===== config.mk =====
export PLATFORM = sky130hd
export DESIGN_NAME = policy_hill_climbing_agent
export DESIGN_NICKNAME = d
export VERILOG_FILES = /design/src/hdl/plc_pkg.sv /design/src/hdl/policy_hill_climbing_agent.sv /design/src/hdl/plc_ram.sv /design/src/hdl/plc_mul.sv /design/src/hdl/plc_div.sv
export SDC_FILE = /design/constraint.sdc
export NUM_CORES = 2
export LEC_CHECK = 0
export BUFFER_PORTS_ARGS = -buffer_cell sky130_fd_sc_hd__buf_2
export CORE_MARGIN = 3
export CORE_UTILIZATION = 50
export CTS_BUF_LIST = sky130_fd_sc_hd__clkbuf_4 sky130_fd_sc_hd__clkbuf_8
export CTS_CLUSTER_DIAMETER = 150
export DETAILED_ROUTE_END_ITERATION = 12
export PLACE_DENSITY = 0.69
export SLEW_MARGIN = 10
export SYNTH_ARGS = -nofsm -noshare
export SYNTH_HDL_FRONTEND = slang
export SYNTH_SLANG_ARGS = --single-unit

===== constraint.sdc =====
create_clock -name i_clk -period 16.9 [get_ports i_clk]
set_clock_uncertainty 0.15 [all_clocks]
set_input_delay 3.38 -clock i_clk [delete_from_list [all_inputs] [get_ports i_clk]]
set_output_delay 3.38 -clock i_clk [all_outputs]
set_load 0.005 [all_outputs]

===== src/hdl/plc_pkg.sv =====
// ----------------------------------------------------------------------------
// plc_pkg - policy hill climbing agent shared definitions
// Widths, reset values, register map, sequencer states and small helpers.
// ----------------------------------------------------------------------------
package plc_pkg;

    localparam int NUM_ACTIONS_DEF = 3;
    localparam int NUM_STATES_DEF  = 9;

    localparam int PROB_W     = 17;
    localparam int Q_W        = 32;
    localparam int ACT_W      = 2;
    localparam int ST_W       = 4;
    localparam int DRAW_W     = 16;
    localparam int REW_W      = 16;
    localparam int CFG_DATA_W = 32;
    localparam int CFG_ADDR_W = 4;
    localparam int FRAC       = 16;

    localparam int MUL_A_W = 18;
    localparam int MUL_B_W = 34;
    localparam int PROD_W  = MUL_A_W + MUL_B_W;

    localparam logic [PROB_W-1:0] ONE_Q16 = PROB_W'(65536);
    localparam logic [Q_W-1:0]    Q_RESET = Q_W'(6554);

    localparam logic [PROB_W-1:0] ALPHA_RST = PROB_W'(6554);
    localparam logic [PROB_W-1:0] DELTA_RST = PROB_W'(655);
    localparam logic [PROB_W-1:0] GAMMA_RST = PROB_W'(58982);
    localparam logic [PROB_W-1:0] EPS_RST   = PROB_W'(6554);

    typedef enum logic [1:0] {
        REG_LEARNING_RATE = 2'd0,
        REG_POLICY_STEP   = 2'd1,
        REG_DISCOUNT      = 2'd2,
        REG_EXPLORE_RATE  = 2'd3
    } t_reg_idx;

    typedef enum logic [4:0] {
        S_IDLE,
        S_QN_A,
        S_QN_D,
        S_QO_A,
        S_QO_D,
        S_MUL_G,
        S_MUL_K,
        S_MUL_A,
        S_Q_WR,
        S_BEST_A,
        S_BEST_D,
        S_P_A,
        S_P_D,
        S_ADJ,
        S_SUM,
        S_DIV_GO,
        S_DIV_W,
        S_MOVE,
        S_OUT_A,
        S_OUT_D,
        S_PICK,
        S_DONE
    } t_state;

    typedef enum logic {
        OP_ACT     = 1'b0,
        OP_OBSERVE = 1'b1
    } t_op;

    function automatic logic [PROB_W-1:0] cap_one(input logic [PROB_W-1:0] v);
        return (v > ONE_Q16) ? ONE_Q16 : v;
    endfunction

    // reduces a small value modulo m by repeated subtraction (v < 5*m)
    function automatic logic [4:0] mod_small(input logic [4:0] v, input logic [4:0] m);
        logic [4:0] r;
        r = v;
        for (int k = 0; k < 4; k++) begin
            if (r >= m) begin
                r = r - m;
            end
        end
        return r;
    endfunction

endpackage


===== src/hdl/policy_hill_climbing_agent.sv =====
// ----------------------------------------------------------------------------
// policy_hill_climbing_agent - Q-learning agent with hill climbing mixed policy
// Sequencer over Q and policy tables, one shared multiplier and a divider.
// ----------------------------------------------------------------------------
// Usage: one transaction in, one transaction out. The input channel carries
// an act (pick an action from the current state's policy, or explore) or an
// observe (Q update, policy step, renormalise, move to the next state).
// o_in_stall is high from acceptance until the result has been loaded into
// the output register; the next transaction may then be taken while the
// result still waits on a stalled output.
// Act: the policy row is read, an address and a data step per entry, then
// the action is picked and the result loaded.
// Observe: next-state Q row and own Q read, multiplier steps and the Q write,
// own Q row and policy row read, own entry adjusted, row summed, then each
// entry divided (17 quotient bits), or set uniform when the clipped row is
// empty; the state moves and the new row is read out. One read port a table.
// Reset: tables read as Q = 0.1 and uniform policy, state and action zero,
// registers at their defaults. No clearing pass: valid bits cover the tables.
// A stalled output holds its transaction; the sequencer waits in its final
// step until the output register is free.
// Registers via APB at byte addresses 0, 4, 8, 12; pready is always high.
// ----------------------------------------------------------------------------
module policy_hill_climbing_agent #(
    parameter int NUM_ACTIONS = plc_pkg::NUM_ACTIONS_DEF,
    parameter int NUM_STATES  = plc_pkg::NUM_STATES_DEF
) (
    input  logic                               i_clk,
    input  logic                               i_rst_n,
    input  logic                               psel,
    input  logic                               penable,
    input  logic                               pwrite,
    input  logic [plc_pkg::CFG_ADDR_W-1:0]     paddr,
    input  logic [plc_pkg::CFG_DATA_W-1:0]     pwdata,
    output logic [plc_pkg::CFG_DATA_W-1:0]     prdata,
    output logic                               pready,
    input  logic                               i_in_valid,
    output logic                               o_in_stall,
    input  logic                               i_operation,
    input  logic [plc_pkg::DRAW_W-1:0]         i_explore_draw,
    input  logic [plc_pkg::DRAW_W-1:0]         i_choice_draw,
    input  logic [plc_pkg::ACT_W-1:0]          i_random_action,
    input  logic signed [plc_pkg::REW_W-1:0]   i_reward,
    input  logic [plc_pkg::ACT_W-1:0]          i_opponent_action,
    output logic                               o_out_valid,
    input  logic                               i_out_stall,
    output logic [plc_pkg::ACT_W-1:0]          o_chosen_action,
    output logic [plc_pkg::PROB_W-1:0]         o_prob_first,
    output logic [plc_pkg::PROB_W-1:0]         o_prob_second,
    output logic [plc_pkg::PROB_W-1:0]         o_prob_third,
    output logic [plc_pkg::ST_W-1:0]           o_state_index
);

    localparam int CELLS  = NUM_STATES * NUM_ACTIONS;
    localparam int ADDR_W = $clog2(CELLS);
    localparam int CNT_W  = $clog2(NUM_ACTIONS);
    localparam int SUM_W  = plc_pkg::PROB_W + $clog2(NUM_ACTIONS);
    localparam int PAD_N  = (NUM_ACTIONS > 3) ? NUM_ACTIONS : 3;
    localparam int DEC_SH = 19;
    localparam int NQ_W   = plc_pkg::PROD_W - plc_pkg::FRAC;

    localparam logic [CNT_W-1:0]  LAST_A  = CNT_W'(NUM_ACTIONS - 1);
    localparam logic [ADDR_W-1:0] NA_A    = ADDR_W'(NUM_ACTIONS);
    localparam logic [4:0]        NA_M    = 5'(NUM_ACTIONS);
    localparam logic [4:0]        NS_M    = 5'(NUM_STATES);
    localparam logic [plc_pkg::PROB_W-1:0] UNIFORM = plc_pkg::PROB_W'(65536 / NUM_ACTIONS);
    localparam logic [plc_pkg::MUL_B_W-1:0] DEC_RECIP =
        plc_pkg::MUL_B_W'((2**DEC_SH + NUM_ACTIONS - 2) / (NUM_ACTIONS - 1));
    localparam logic signed [NQ_W-1:0] NQ_MAX = NQ_W'(64'sd2147483647);
    localparam logic signed [NQ_W-1:0] NQ_MIN = NQ_W'(-64'sd2147483648);

    // configuration
    logic [plc_pkg::PROB_W-1:0] r_alpha, r_delta, r_gamma, r_eps;
    plc_pkg::t_reg_idx          w_ridx;
    logic                       w_cfg_wr;

    // sequencer
    plc_pkg::t_state r_state, n_state;
    logic [CNT_W-1:0] r_cnt;
    logic             w_accept;
    logic             w_out_free;

    // agent state and latched transaction
    logic [plc_pkg::ST_W-1:0]   r_st, r_next;
    logic [plc_pkg::ACT_W-1:0]  r_act;
    logic                       r_op;
    logic [plc_pkg::DRAW_W-1:0] r_edraw, r_cdraw;
    logic [plc_pkg::ACT_W-1:0]  r_ract;
    logic signed [plc_pkg::REW_W-1:0] r_rew;

    // datapath
    logic signed [plc_pkg::Q_W-1:0]     r_qmax, r_q, r_qbest;
    logic signed [plc_pkg::MUL_B_W-1:0] r_tgt;
    logic signed [plc_pkg::PROD_W-1:0]  r_acc;
    logic [plc_pkg::PROB_W-1:0]         r_dec;
    logic [CNT_W-1:0]                   r_best;
    logic [plc_pkg::PROB_W-1:0]         r_prow [NUM_ACTIONS];
    logic [SUM_W-1:0]                   r_sum;

    // output register
    logic                       r_out_valid;
    logic [plc_pkg::ACT_W-1:0]  r_o_act;
    logic [plc_pkg::PROB_W-1:0] r_o_p0, r_o_p1, r_o_p2;
    logic [plc_pkg::ST_W-1:0]   r_o_st;

    // shared units and tables
    logic                               w_q_we, w_p_we;
    logic [ADDR_W-1:0]                  w_q_raddr, w_p_raddr, w_p_waddr;
    logic [plc_pkg::Q_W-1:0]            w_q_rdata, w_q_wdata;
    logic [plc_pkg::PROB_W-1:0]         w_p_rdata, w_p_wdata;
    logic signed [plc_pkg::MUL_A_W-1:0] w_mul_a;
    logic signed [plc_pkg::MUL_B_W-1:0] w_mul_b;
    logic signed [plc_pkg::PROD_W-1:0]  w_prod;
    logic                               w_div_start, w_div_done;
    logic [plc_pkg::PROB_W-1:0]         w_div_quot;

    // combinational helpers
    logic [ADDR_W-1:0]                  w_base, w_nbase, w_own_addr;
    logic [CNT_W-1:0]                   w_own;
    logic signed [plc_pkg::Q_W-1:0]     w_qrd;
    logic signed [plc_pkg::MUL_B_W-1:0] w_tgt;
    logic signed [plc_pkg::PROD_W-1:0]  w_nsum;
    logic signed [NQ_W-1:0]             w_nq_full;
    logic signed [plc_pkg::Q_W-1:0]     w_nq;
    logic [plc_pkg::PROB_W:0]           w_pup;
    logic [plc_pkg::PROB_W-1:0]         w_padj, w_pown;
    logic [SUM_W-1:0]                   w_sum, w_cum;
    logic [plc_pkg::ACT_W-1:0]          w_pick, w_ract_m, w_opp_m;
    logic [4:0]                         w_next_full;
    logic                               w_found;
    logic [plc_pkg::PROB_W-1:0]         w_pad [PAD_N];

    // ---------------- configuration port ----------------
    assign pready   = 1'b1;
    assign w_ridx   = plc_pkg::t_reg_idx'(paddr[3:2]);
    assign w_cfg_wr = psel && penable && pwrite;

    always_ff @(posedge i_clk) begin
        if (!i_rst_n) begin
            r_alpha <= plc_pkg::ALPHA_RST;
            r_delta <= plc_pkg::DELTA_RST;
            r_gamma <= plc_pkg::GAMMA_RST;
            r_eps   <= plc_pkg::EPS_RST;
        end else if (w_cfg_wr) begin
            unique case (w_ridx)
                plc_pkg::REG_LEARNING_RATE: r_alpha <= pwdata[plc_pkg::PROB_W-1:0];
                plc_pkg::REG_POLICY_STEP:   r_delta <= pwdata[plc_pkg::PROB_W-1:0];
                plc_pkg::REG_DISCOUNT:      r_gamma <= pwdata[plc_pkg::PROB_W-1:0];
                plc_pkg::REG_EXPLORE_RATE:  r_eps   <= pwdata[plc_pkg::PROB_W-1:0];
                default: ;
            endcase
        end
    end

    always_comb begin
        unique case (w_ridx)
            plc_pkg::REG_LEARNING_RATE: prdata = plc_pkg::CFG_DATA_W'(r_alpha);
            plc_pkg::REG_POLICY_STEP:   prdata = plc_pkg::CFG_DATA_W'(r_delta);
            plc_pkg::REG_DISCOUNT:      prdata = plc_pkg::CFG_DATA_W'(r_gamma);
            plc_pkg::REG_EXPLORE_RATE:  prdata = plc_pkg::CFG_DATA_W'(r_eps);
            default:                    prdata = '0;
        endcase
    end

    // ---------------- shared units ----------------
    plc_ram #(
        .W       (plc_pkg::Q_W),
        .DEPTH   (CELLS),
        .RST_VAL (plc_pkg::Q_RESET)
    ) u_q_ram (
        .i_clk   (i_clk),
        .i_rst_n (i_rst_n),
        .i_we    (w_q_we),
        .i_waddr (w_own_addr),
        .i_wdata (w_q_wdata),
        .i_raddr (w_q_raddr),
        .o_rdata (w_q_rdata)
    );

    plc_ram #(
        .W       (plc_pkg::PROB_W),
        .DEPTH   (CELLS),
        .RST_VAL (UNIFORM)
    ) u_p_ram (
        .i_clk   (i_clk),
        .i_rst_n (i_rst_n),
        .i_we    (w_p_we),
        .i_waddr (w_p_waddr),
        .i_wdata (w_p_wdata),
        .i_raddr (w_p_raddr),
        .o_rdata (w_p_rdata)
    );

    plc_mul u_mul (
        .i_clk  (i_clk),
        .i_a    (w_mul_a),
        .i_b    (w_mul_b),
        .o_prod (w_prod)
    );

    plc_div #(
        .DEN_W (SUM_W)
    ) u_div (
        .i_clk   (i_clk),
        .i_rst_n (i_rst_n),
        .i_start (w_div_start),
        .i_num   (r_prow[r_cnt]),
        .i_den   (r_sum),
        .o_done  (w_div_done),
        .o_quot  (w_div_quot)
    );

    // ---------------- datapath helpers ----------------
    assign w_accept   = i_in_valid && !o_in_stall;
    assign w_out_free = !r_out_valid || !i_out_stall;

    assign w_base     = ADDR_W'(r_st) * NA_A;
    assign w_nbase    = ADDR_W'(r_next) * NA_A;
    assign w_own      = r_act[CNT_W-1:0];
    assign w_own_addr = w_base + ADDR_W'(w_own);
    assign w_p_waddr  = w_base + ADDR_W'(r_cnt);
    assign w_qrd      = $signed(w_q_rdata);

    assign w_ract_m    = plc_pkg::ACT_W'(plc_pkg::mod_small(5'(i_random_action), NA_M));
    assign w_opp_m     = plc_pkg::ACT_W'(plc_pkg::mod_small(5'(i_opponent_action), NA_M));
    assign w_next_full = plc_pkg::mod_small(5'(r_act) * NA_M + 5'(w_opp_m), NS_M);

    assign w_tgt = plc_pkg::MUL_B_W'(w_prod >>> plc_pkg::FRAC)
                 + (plc_pkg::MUL_B_W'(r_rew) <<< 8);

    assign w_nsum    = r_acc + w_prod;
    assign w_nq_full = NQ_W'(w_nsum >>> plc_pkg::FRAC);
    always_comb begin
        if (w_nq_full > NQ_MAX) begin
            w_nq = plc_pkg::Q_W'(NQ_MAX);
        end else if (w_nq_full < NQ_MIN) begin
            w_nq = plc_pkg::Q_W'(NQ_MIN);
        end else begin
            w_nq = plc_pkg::Q_W'(w_nq_full);
        end
    end
    assign w_q_wdata = w_nq;

    // policy step on the own action, clipped to 0..1
    assign w_pown = r_prow[w_own];
    assign w_pup  = {1'b0, w_pown} + {1'b0, plc_pkg::cap_one(r_delta)};
    always_comb begin
        if (r_best == w_own) begin
            w_padj = (w_pup > {1'b0, plc_pkg::ONE_Q16}) ? plc_pkg::ONE_Q16
                                                         : plc_pkg::PROB_W'(w_pup);
        end else begin
            w_padj = (w_pown < r_dec) ? '0 : (w_pown - r_dec);
        end
    end

    always_comb begin
        w_sum = '0;
        for (int a = 0; a < NUM_ACTIONS; a++) begin
            w_sum = w_sum + SUM_W'(r_prow[a]);
        end
    end

    // action choice: explore, else sample the row (draw on a boundary goes up)
    always_comb begin
        w_cum   = '0;
        w_found = 1'b0;
        w_pick  = plc_pkg::ACT_W'(NUM_ACTIONS - 1);
        if ({1'b0, r_edraw} < plc_pkg::cap_one(r_eps)) begin
            w_pick = r_ract;
        end else begin
            for (int a = 0; a < NUM_ACTIONS - 1; a++) begin
                w_cum = w_cum + SUM_W'(r_prow[a]);
                if (!w_found && (SUM_W'(r_cdraw) < w_cum)) begin
                    w_pick  = plc_pkg::ACT_W'(a);
                    w_found = 1'b1;
                end
            end
        end
    end

    always_comb begin
        for (int j = 0; j < PAD_N; j++) begin
            w_pad[j] = '0;
        end
        for (int j = 0; j < NUM_ACTIONS; j++) begin
            w_pad[j] = r_prow[j];
        end
    end

    // ---------------- sequencer ----------------
    always_ff @(posedge i_clk) begin
        if (!i_rst_n) begin
            r_state <= plc_pkg::S_IDLE;
        end else begin
            r_state <= n_state;
        end
    end

    always_comb begin
        n_state     = r_state;
        o_in_stall  = 1'b1;
        w_q_we      = 1'b0;
        w_q_raddr   = w_nbase + ADDR_W'(r_cnt);
        w_p_we      = 1'b0;
        w_p_wdata   = w_div_quot;
        w_p_raddr   = w_base + ADDR_W'(r_cnt);
        w_mul_a     = '0;
        w_mul_b     = '0;
        w_div_start = 1'b0;
        unique case (r_state)
            plc_pkg::S_IDLE: begin
                o_in_stall = 1'b0;
                if (i_in_valid) begin
                    n_state = (i_operation == plc_pkg::OP_OBSERVE) ? plc_pkg::S_QN_A
                                                                   : plc_pkg::S_OUT_A;
                end
            end
            plc_pkg::S_QN_A: n_state = plc_pkg::S_QN_D;
            plc_pkg::S_QN_D: n_state = (r_cnt == LAST_A) ? plc_pkg::S_QO_A : plc_pkg::S_QN_A;
            plc_pkg::S_QO_A: begin
                w_q_raddr = w_own_addr;
                n_state   = plc_pkg::S_QO_D;
            end
            plc_pkg::S_QO_D: n_state = plc_pkg::S_MUL_G;
            plc_pkg::S_MUL_G: begin
                w_mul_a = $signed({1'b0, plc_pkg::cap_one(r_gamma)});
                w_mul_b = plc_pkg::MUL_B_W'(r_qmax);
                n_state = plc_pkg::S_MUL_K;
            end
            plc_pkg::S_MUL_K: begin
                w_mul_a = $signed({1'b0, plc_pkg::ONE_Q16 - plc_pkg::cap_one(r_alpha)});
                w_mul_b = plc_pkg::MUL_B_W'(r_q);
                n_state = plc_pkg::S_MUL_A;
            end
            plc_pkg::S_MUL_A: begin
                w_mul_a = $signed({1'b0, plc_pkg::cap_one(r_alpha)});
                w_mul_b = r_tgt;
                n_state = plc_pkg::S_Q_WR;
            end
            plc_pkg::S_Q_WR: begin
                w_q_we  = 1'b1;
                w_mul_a = $signed({1'b0, plc_pkg::cap_one(r_delta)});
                w_mul_b = $signed(DEC_RECIP);
                n_state = plc_pkg::S_BEST_A;
            end
            plc_pkg::S_BEST_A: begin
                w_q_raddr = w_base + ADDR_W'(r_cnt);
                n_state   = plc_pkg::S_BEST_D;
            end
            plc_pkg::S_BEST_D: n_state = (r_cnt == LAST_A) ? plc_pkg::S_P_A : plc_pkg::S_BEST_A;
            plc_pkg::S_P_A:    n_state = plc_pkg::S_P_D;
            plc_pkg::S_P_D:    n_state = (r_cnt == LAST_A) ? plc_pkg::S_ADJ : plc_pkg::S_P_A;
            plc_pkg::S_ADJ:    n_state = plc_pkg::S_SUM;
            plc_pkg::S_SUM:    n_state = plc_pkg::S_DIV_GO;
            plc_pkg::S_DIV_GO: begin
                if (r_sum == '0) begin
                    w_p_we    = 1'b1;
                    w_p_wdata = UNIFORM;
                    if (r_cnt == LAST_A) begin
                        n_state = plc_pkg::S_MOVE;
                    end
                end else begin
                    w_div_start = 1'b1;
                    n_state     = plc_pkg::S_DIV_W;
                end
            end
            plc_pkg::S_DIV_W: begin
                if (w_div_done) begin
                    w_p_we  = 1'b1;
                    n_state = (r_cnt == LAST_A) ? plc_pkg::S_MOVE : plc_pkg::S_DIV_GO;
                end
            end
            plc_pkg::S_MOVE:  n_state = plc_pkg::S_OUT_A;
            plc_pkg::S_OUT_A: n_state = plc_pkg::S_OUT_D;
            plc_pkg::S_OUT_D: begin
                if (r_cnt == LAST_A) begin
                    n_state = (r_op == plc_pkg::OP_OBSERVE) ? plc_pkg::S_DONE
                                                            : plc_pkg::S_PICK;
                end else begin
                    n_state = plc_pkg::S_OUT_A;
                end
            end
            plc_pkg::S_PICK: n_state = plc_pkg::S_DONE;
            plc_pkg::S_DONE: begin
                if (w_out_free) begin
                    n_state = plc_pkg::S_IDLE;
                end
            end
            default: n_state = plc_pkg::S_IDLE;
        endcase
    end

    // loop counter and agent state
    always_ff @(posedge i_clk) begin
        if (!i_rst_n) begin
            r_cnt <= '0;
            r_st  <= '0;
            r_act <= '0;
        end else begin
            case (r_state) inside
                plc_pkg::S_IDLE: r_cnt <= '0;
                plc_pkg::S_QN_D, plc_pkg::S_BEST_D, plc_pkg::S_P_D, plc_pkg::S_OUT_D: begin
                    r_cnt <= (r_cnt == LAST_A) ? '0 : r_cnt + CNT_W'(1);
                end
                plc_pkg::S_DIV_GO: begin
                    if (r_sum == '0) begin
                        r_cnt <= (r_cnt == LAST_A) ? '0 : r_cnt + CNT_W'(1);
                    end
                end
                plc_pkg::S_DIV_W: begin
                    if (w_div_done) begin
                        r_cnt <= (r_cnt == LAST_A) ? '0 : r_cnt + CNT_W'(1);
                    end
                end
                plc_pkg::S_MOVE: r_st  <= r_next;
                plc_pkg::S_PICK: r_act <= w_pick;
                default: ;
            endcase
        end
    end

    // payload registers
    always_ff @(posedge i_clk) begin
        if (w_accept) begin
            r_op    <= i_operation;
            r_edraw <= i_explore_draw;
            r_cdraw <= i_choice_draw;
            r_ract  <= w_ract_m;
            r_rew   <= i_reward;
            r_next  <= plc_pkg::ST_W'(w_next_full);
        end
        case (r_state) inside
            plc_pkg::S_QN_D: begin
                if (r_cnt == '0 || w_qrd > r_qmax) begin
                    r_qmax <= w_qrd;
                end
            end
            plc_pkg::S_QO_D:  r_q   <= w_qrd;
            plc_pkg::S_MUL_A: r_acc <= w_prod;
            plc_pkg::S_MUL_K: r_tgt <= w_tgt;
            plc_pkg::S_BEST_A: begin
                if (r_cnt == '0) begin
                    r_dec <= plc_pkg::PROB_W'(w_prod >>> DEC_SH);
                end
            end
            plc_pkg::S_BEST_D: begin
                if (r_cnt == '0 || w_qrd > r_qbest) begin
                    r_qbest <= w_qrd;
                    r_best  <= r_cnt;
                end
            end
            plc_pkg::S_P_D, plc_pkg::S_OUT_D: r_prow[r_cnt] <= w_p_rdata;
            plc_pkg::S_ADJ: r_prow[w_own] <= w_padj;
            plc_pkg::S_SUM: r_sum <= w_sum;
            default: ;
        endcase
    end

    // output register
    always_ff @(posedge i_clk) begin
        if (!i_rst_n) begin
            r_out_valid <= 1'b0;
        end else if (r_state == plc_pkg::S_DONE && w_out_free) begin
            r_out_valid <= 1'b1;
        end else if (!i_out_stall) begin
            r_out_valid <= 1'b0;
        end
    end

    always_ff @(posedge i_clk) begin
        if (r_state == plc_pkg::S_DONE && w_out_free) begin
            r_o_act <= r_act;
            r_o_p0  <= w_pad[0];
            r_o_p1  <= w_pad[1];
            r_o_p2  <= w_pad[2];
            r_o_st  <= r_st;
        end
    end

    assign o_out_valid     = r_out_valid;
    assign o_chosen_action = r_o_act;
    assign o_prob_first    = r_o_p0;
    assign o_prob_second   = r_o_p1;
    assign o_prob_third    = r_o_p2;
    assign o_state_index   = r_o_st;

endmodule


===== src/hdl/plc_ram.sv =====
// ----------------------------------------------------------------------------
// plc_ram - single write, single registered read table with valid bits
// Entries never written read back as the reset value.
// ----------------------------------------------------------------------------
module plc_ram #(
    parameter int             W       = 32,
    parameter int             DEPTH   = 27,
    parameter logic [W-1:0]   RST_VAL = '0
) (
    input  logic                     i_clk,
    input  logic                     i_rst_n,
    input  logic                     i_we,
    input  logic [$clog2(DEPTH)-1:0] i_waddr,
    input  logic [W-1:0]             i_wdata,
    input  logic [$clog2(DEPTH)-1:0] i_raddr,
    output logic [W-1:0]             o_rdata
);

    logic [W-1:0]     r_mem [DEPTH];
    logic [DEPTH-1:0] r_vld;
    logic [W-1:0]     r_rdata;
    logic             r_rvld;

    always_ff @(posedge i_clk) begin
        if (i_we) begin
            r_mem[i_waddr] <= i_wdata;
        end
        r_rdata <= r_mem[i_raddr];
    end

    always_ff @(posedge i_clk) begin
        if (!i_rst_n) begin
            r_vld  <= '0;
            r_rvld <= 1'b0;
        end else begin
            if (i_we) begin
                r_vld[i_waddr] <= 1'b1;
            end
            r_rvld <= r_vld[i_raddr];
        end
    end

    assign o_rdata = r_rvld ? r_rdata : RST_VAL;

endmodule


===== src/hdl/plc_mul.sv =====
// ----------------------------------------------------------------------------
// plc_mul - shared signed multiplier
// One product per cycle, registered at the output.
// ----------------------------------------------------------------------------
module plc_mul (
    input  logic                               i_clk,
    input  logic signed [plc_pkg::MUL_A_W-1:0] i_a,
    input  logic signed [plc_pkg::MUL_B_W-1:0] i_b,
    output logic signed [plc_pkg::PROD_W-1:0]  o_prod
);

    logic signed [plc_pkg::PROD_W-1:0] r_prod;

    always_ff @(posedge i_clk) begin
        r_prod <= plc_pkg::PROD_W'(i_a) * plc_pkg::PROD_W'(i_b);
    end

    assign o_prod = r_prod;

endmodule


===== src/hdl/plc_div.sv =====
// ----------------------------------------------------------------------------
// plc_div - radix-2 restoring divider for row renormalisation
// Computes floor(num * 65536 / den) for num <= den, one quotient bit a cycle.
// ----------------------------------------------------------------------------
module plc_div #(
    parameter int DEN_W = 19
) (
    input  logic                        i_clk,
    input  logic                        i_rst_n,
    input  logic                        i_start,
    input  logic [plc_pkg::PROB_W-1:0]  i_num,
    input  logic [DEN_W-1:0]            i_den,
    output logic                        o_done,
    output logic [plc_pkg::PROB_W-1:0]  o_quot
);

    localparam int STEPS = plc_pkg::PROB_W;
    localparam int CNT_W = $clog2(STEPS + 1);

    logic [DEN_W-1:0]           r_rem;
    logic [plc_pkg::PROB_W-1:0] r_bits;
    logic [plc_pkg::PROB_W-1:0] r_quot;
    logic [CNT_W-1:0]           r_cnt;
    logic                       r_done;
    logic [DEN_W:0]             w_trial;
    logic                       w_fit;

    assign w_trial = {r_rem, r_bits[plc_pkg::PROB_W-1]};
    assign w_fit   = (w_trial >= {1'b0, i_den});

    // the top 16 bits of num<<16 always give zero quotient bits
    always_ff @(posedge i_clk) begin
        if (i_start) begin
            r_rem  <= DEN_W'(i_num >> 1);
            r_bits <= {i_num[0], (plc_pkg::PROB_W-1)'(0)};
        end else if (r_cnt != '0) begin
            r_rem  <= w_fit ? DEN_W'(w_trial - {1'b0, i_den}) : DEN_W'(w_trial);
            r_bits <= r_bits << 1;
            r_quot <= {r_quot[plc_pkg::PROB_W-2:0], w_fit};
        end
    end

    always_ff @(posedge i_clk) begin
        if (!i_rst_n) begin
            r_cnt  <= '0;
            r_done <= 1'b0;
        end else if (i_start) begin
            r_cnt  <= CNT_W'(STEPS);
            r_done <= 1'b0;
        end else begin
            r_done <= (r_cnt == CNT_W'(1));
            if (r_cnt != '0) begin
                r_cnt <= r_cnt - CNT_W'(1);
            end
        end
    end

    assign o_done = r_done;
    assign o_quot = r_quot;

endmodule


==> metrics.md <==
| Metric | Value |
|---|---|
| I/O pins | approximately 190 |
| Setup Fix Bufs, Post-CTS | 0 |
| CP bufs+invs | 5 |
| Fillcell total | between 15,000 and 20,000 |
| Avg Inst Size Synth | between 10 and 15 um2 |
| Critical path required time | between 15 and 20 ns |
| Htree depth | 5 |
| Crit path kind | reg -> reg |
| Layout cells sized above 1 | about 13% |
| Worst-Skew Late Latency | roughly 1.1 ns |
| Slowest CP cell | a21oi_1 |
| Drt pass-1 iters | 7 |
| Crit-path max cell delay | 1.01 ns |
| Worst r2r src | r_state[0] |
| Leak | 45.97 nW |
| Ratio of total power to cell area | ~130 nW/um2 |
| Routed vias | around 70,000 |
| Core area | 214,800 um2 |
| Crit end category | flip-flop |
| Initial antenna violation count | 11 |
| Worst reg2reg path depth | 29 |
| Synthesized cell area | around 110,000 um2 |
| Clk pin slew, worst setup/hold paths | approximately 0.06 ns |
| RePlAce Congestion | around 0.93 |
| Synth Flop Type | edfxtp_1 |
| Final Hold Fails | 0 |
| Design area | about 120,000 um2 |
| Die Footprint | between 200,000 and 250,000 um2 |
| Status | complete, no violations |
| Final worst path period need | between 10 and 15 ns |
| Worst slew pin tran | 1.238 ns |
| Synth unique cells | 98 |
| Post-Syn Instances | approximately 9,000 |
| WHS Path Cells | 0 |
| Rel. slew slack | between 10% and 20% |
| Cell taking the most area after synthesis | edfxtp_1 |
| CTS tree | done |
| Reg2Reg Capture Point | u_mul.o_prod[50] |
| Synth area leaders | edfxtp_1, fa_1, ha_1 |
| Detailed Route Iter0 Violations | slightly below 7,000 |
| Largest net degree at the start of global routing | around 210 |
| Final core occ | between 50% and 60% |
| DRC | 0 |
| Async set or reset register ratio after synthesis | 0% |
| Cell family with the largest share of critical-path delay | compound AO/OA/AOI/OAI gates |
| RSZ-0062 raised after global routing | no |
| Max capacitance violation total | 0 |
| First-pass GRT wire length | 427,100 um |
| Total CTS buffers | around 340 |
| Starting Density | about half |
| Area delta synth->final | 10.40% |
| IR Drop Worst-Case VDD | between 300 and 400 uV |
| Most common cell after layout, fill and taps aside | edfxtp_1 |
| Setup TNS Final | 0 ns |
| Die Width | ~470 um |
| Hpwl dp | 181,700 um |
| Final setup fails | 0 |
| Class of the worst hold path | reg -> reg |
| Achievable Freq | roughly 87 MHz |
| Tcrit/Tclk final | 67.87% |
| EDFF count, synth | between 1,500 and 2,000 |
| IO buf count | 154 |
| Top-area cell type share of the netlist area | between 40% and 50% |
| Std-Cell Rows | between 150 and 200 |
| Final wirelength | ~280,000 um |
| Tot GR Track Use | roughly a quarter |
| Power, Total | around 16 mW |
| Reg2reg setup slack | between 5 and 6 ns |
| Via density per instance | ~5.8 |
| Hold path startpoint | u_div.o_quot[11] |
| TritonCTS Sinks | between 2,000 and 2,500 |
| Vias in the first global route | approximately 73,000 |
| Yosys reg bits | between 2,000 and 2,500 |
| DP Worst Slack | 5.756 ns |
| Hold-fix buffers, CTS | 0 |
| Gr ovfl total | 0 |
| Critical Path AT | 12.16 ns |
| Antenna Nets Post-Route | 0 |
| Final nets | 10,220 |
| Highest-count cells in the layout ignoring fill and taps | edfxtp_1, nand2_1, inv_1 |
| Fin worst setup slack | 5.431 ns |
| Register area share after synthesis | a little over half |
| Maximum net fanout on the critical path | 35 |
| CTS Root Cell | clkbuf_8 |
| Post-CTS Resized | 0 |
| Max Slew Vio Count | 0 |
| Die H | between 400 and 500 um |
| CP most frequent cell | fa_1 |
| Hold path endpoint | u_div.o_quot[12] |
| Post-DP Area | 112,800 um2 |
| Synthesis warning total | 0 |
| Critical Path Source Type | flip-flop |
| Routed len/inst | approximately 23 um |
| Clock Tree Buf Depth | 4 |
report_power, final:
part | internal, mW | switching [mW] | total (mW)
clock network | 2.40 | 1.89 | 4.28
logic | 1.66 | 3.68 | 5.35
registers | 6.22 | 0.177 | 6.40
layer usage:
layer | vias to the layer above | part of all wire, % | global-route usage (%)
li1 | 32170 | - | -
met1 | 35780 | 41 | 33.24
met2 | 2853 | 48 | 40.75
met3 | 524 | 8.2 | 4.985
met4 | 2 | 3.3 | 8.616
met5 | - | 0.0050 | 0
registers in the layout, summed over array words and instances (netlist names), 19 cells and up, named ones only:
| name | count |
|---|---|
| r_acc | 52 |
| r_prow | 68 |
| r_q | 32 |
| r_qbest | 32 |
| r_qmax | 32 |
| r_sum | 19 |
| r_tgt | 34 |
| u_div.r_rem | 19 |
| u_mul.o_prod | 52 |
| u_p_ram.r_mem | 459 |
| u_p_ram.r_vld | 27 |
| u_q_ram.r_mem | 864 |
| u_q_ram.r_rdata | 32 |
| u_q_ram.r_vld | 27 |
cells in the mapped netlist, types with 13 or more instances:
master	count
a211oi_1	306
a21boi_0	71
a21o_1	109
a21oi_1	375
a221o_1	21
a221oi_1	14
a22oi_1	26
a311oi_1	129
a31oi_1	106
and2_1	255
and3_1	22
buf_1	40
buf_2	29
buf_4	16
clkbuf_1	352
dfxtp_1	252
edfxtp_1	1757
fa_1	564
ha_1	421
inv_1	843
mux2_2	29
mux2i_1	58
mux4_2	161
nand2_1	1278
nand2b_1	74
nand3_1	105
nand4_1	43
nor2_1	411
nor2b_1	107
nor3_1	55
nor4_1	28
o211ai_1	13
o21a_1	99
o21ai_0	206
o21bai_1	25
o22ai_1	13
o31ai_1	40
or2_2	18
or3_1	22
xnor2_1	140
xor2_1	61
cell families (layout without fill, tap and decap cells):
logic type	count (synthesis)	after routing	synth area share (%)
buffers and inverters	1287	1767	4.576
flip-flops	2009	2009	53.41
AO/OA/AOI/OAI	1683	1683	10.61
XOR/XNOR	203	203	1.657
multiplexers	248	248	4.189
other	2	22	0.006939
adder cells (fa/ha/maj)	985	985	15.30
AND/OR/NAND/NOR	2465	2465	10.25
worst max path at each step:
stage / startpoint / endpoint / cells after the start
2_1_floorplan: r_state[4] / u_mul.o_prod[48] / 30
3_3_place_gp: r_state[0] / u_mul.o_prod[50] / 29
3_5_place_dp: r_state[0] / u_mul.o_prod[50] / 29
4_1_cts: r_state[0] / u_mul.o_prod[50] / 29
5_1_grt: r_state[0] / u_mul.o_prod[50] / 29
6_report: r_state[0] / u_mul.o_prod[50] / 29
per-stage QoR:
step,hold slack (ns),cells
2_1_floorplan,0.2586,8896
3_3_place_gp,0.2671,11640
3_5_place_dp,0.2763,11640
4_1_cts,0.2586,12210
5_1_grt,0.2775,12220
6_report,0.2538,12220
final cells by class:
type | instances | area (um2) | share of cell area, %
diodes | 6 | 15.01 | 0.01257
clock buffers | 474 | 5917 | 4.952
clock inverters | 104 | 720.7 | 0.6032
inverters | 845 | 3172 | 2.655
multi-input cells | 5600 | 46060 | 38.55
flip-flops and latches | 2009 | 57810 | 48.38
well taps | 2838 | 3551 | 2.972
repair buffers | 344 | 2237 | 1.872
Note: power is estimated with default switching activity, not from simulation.
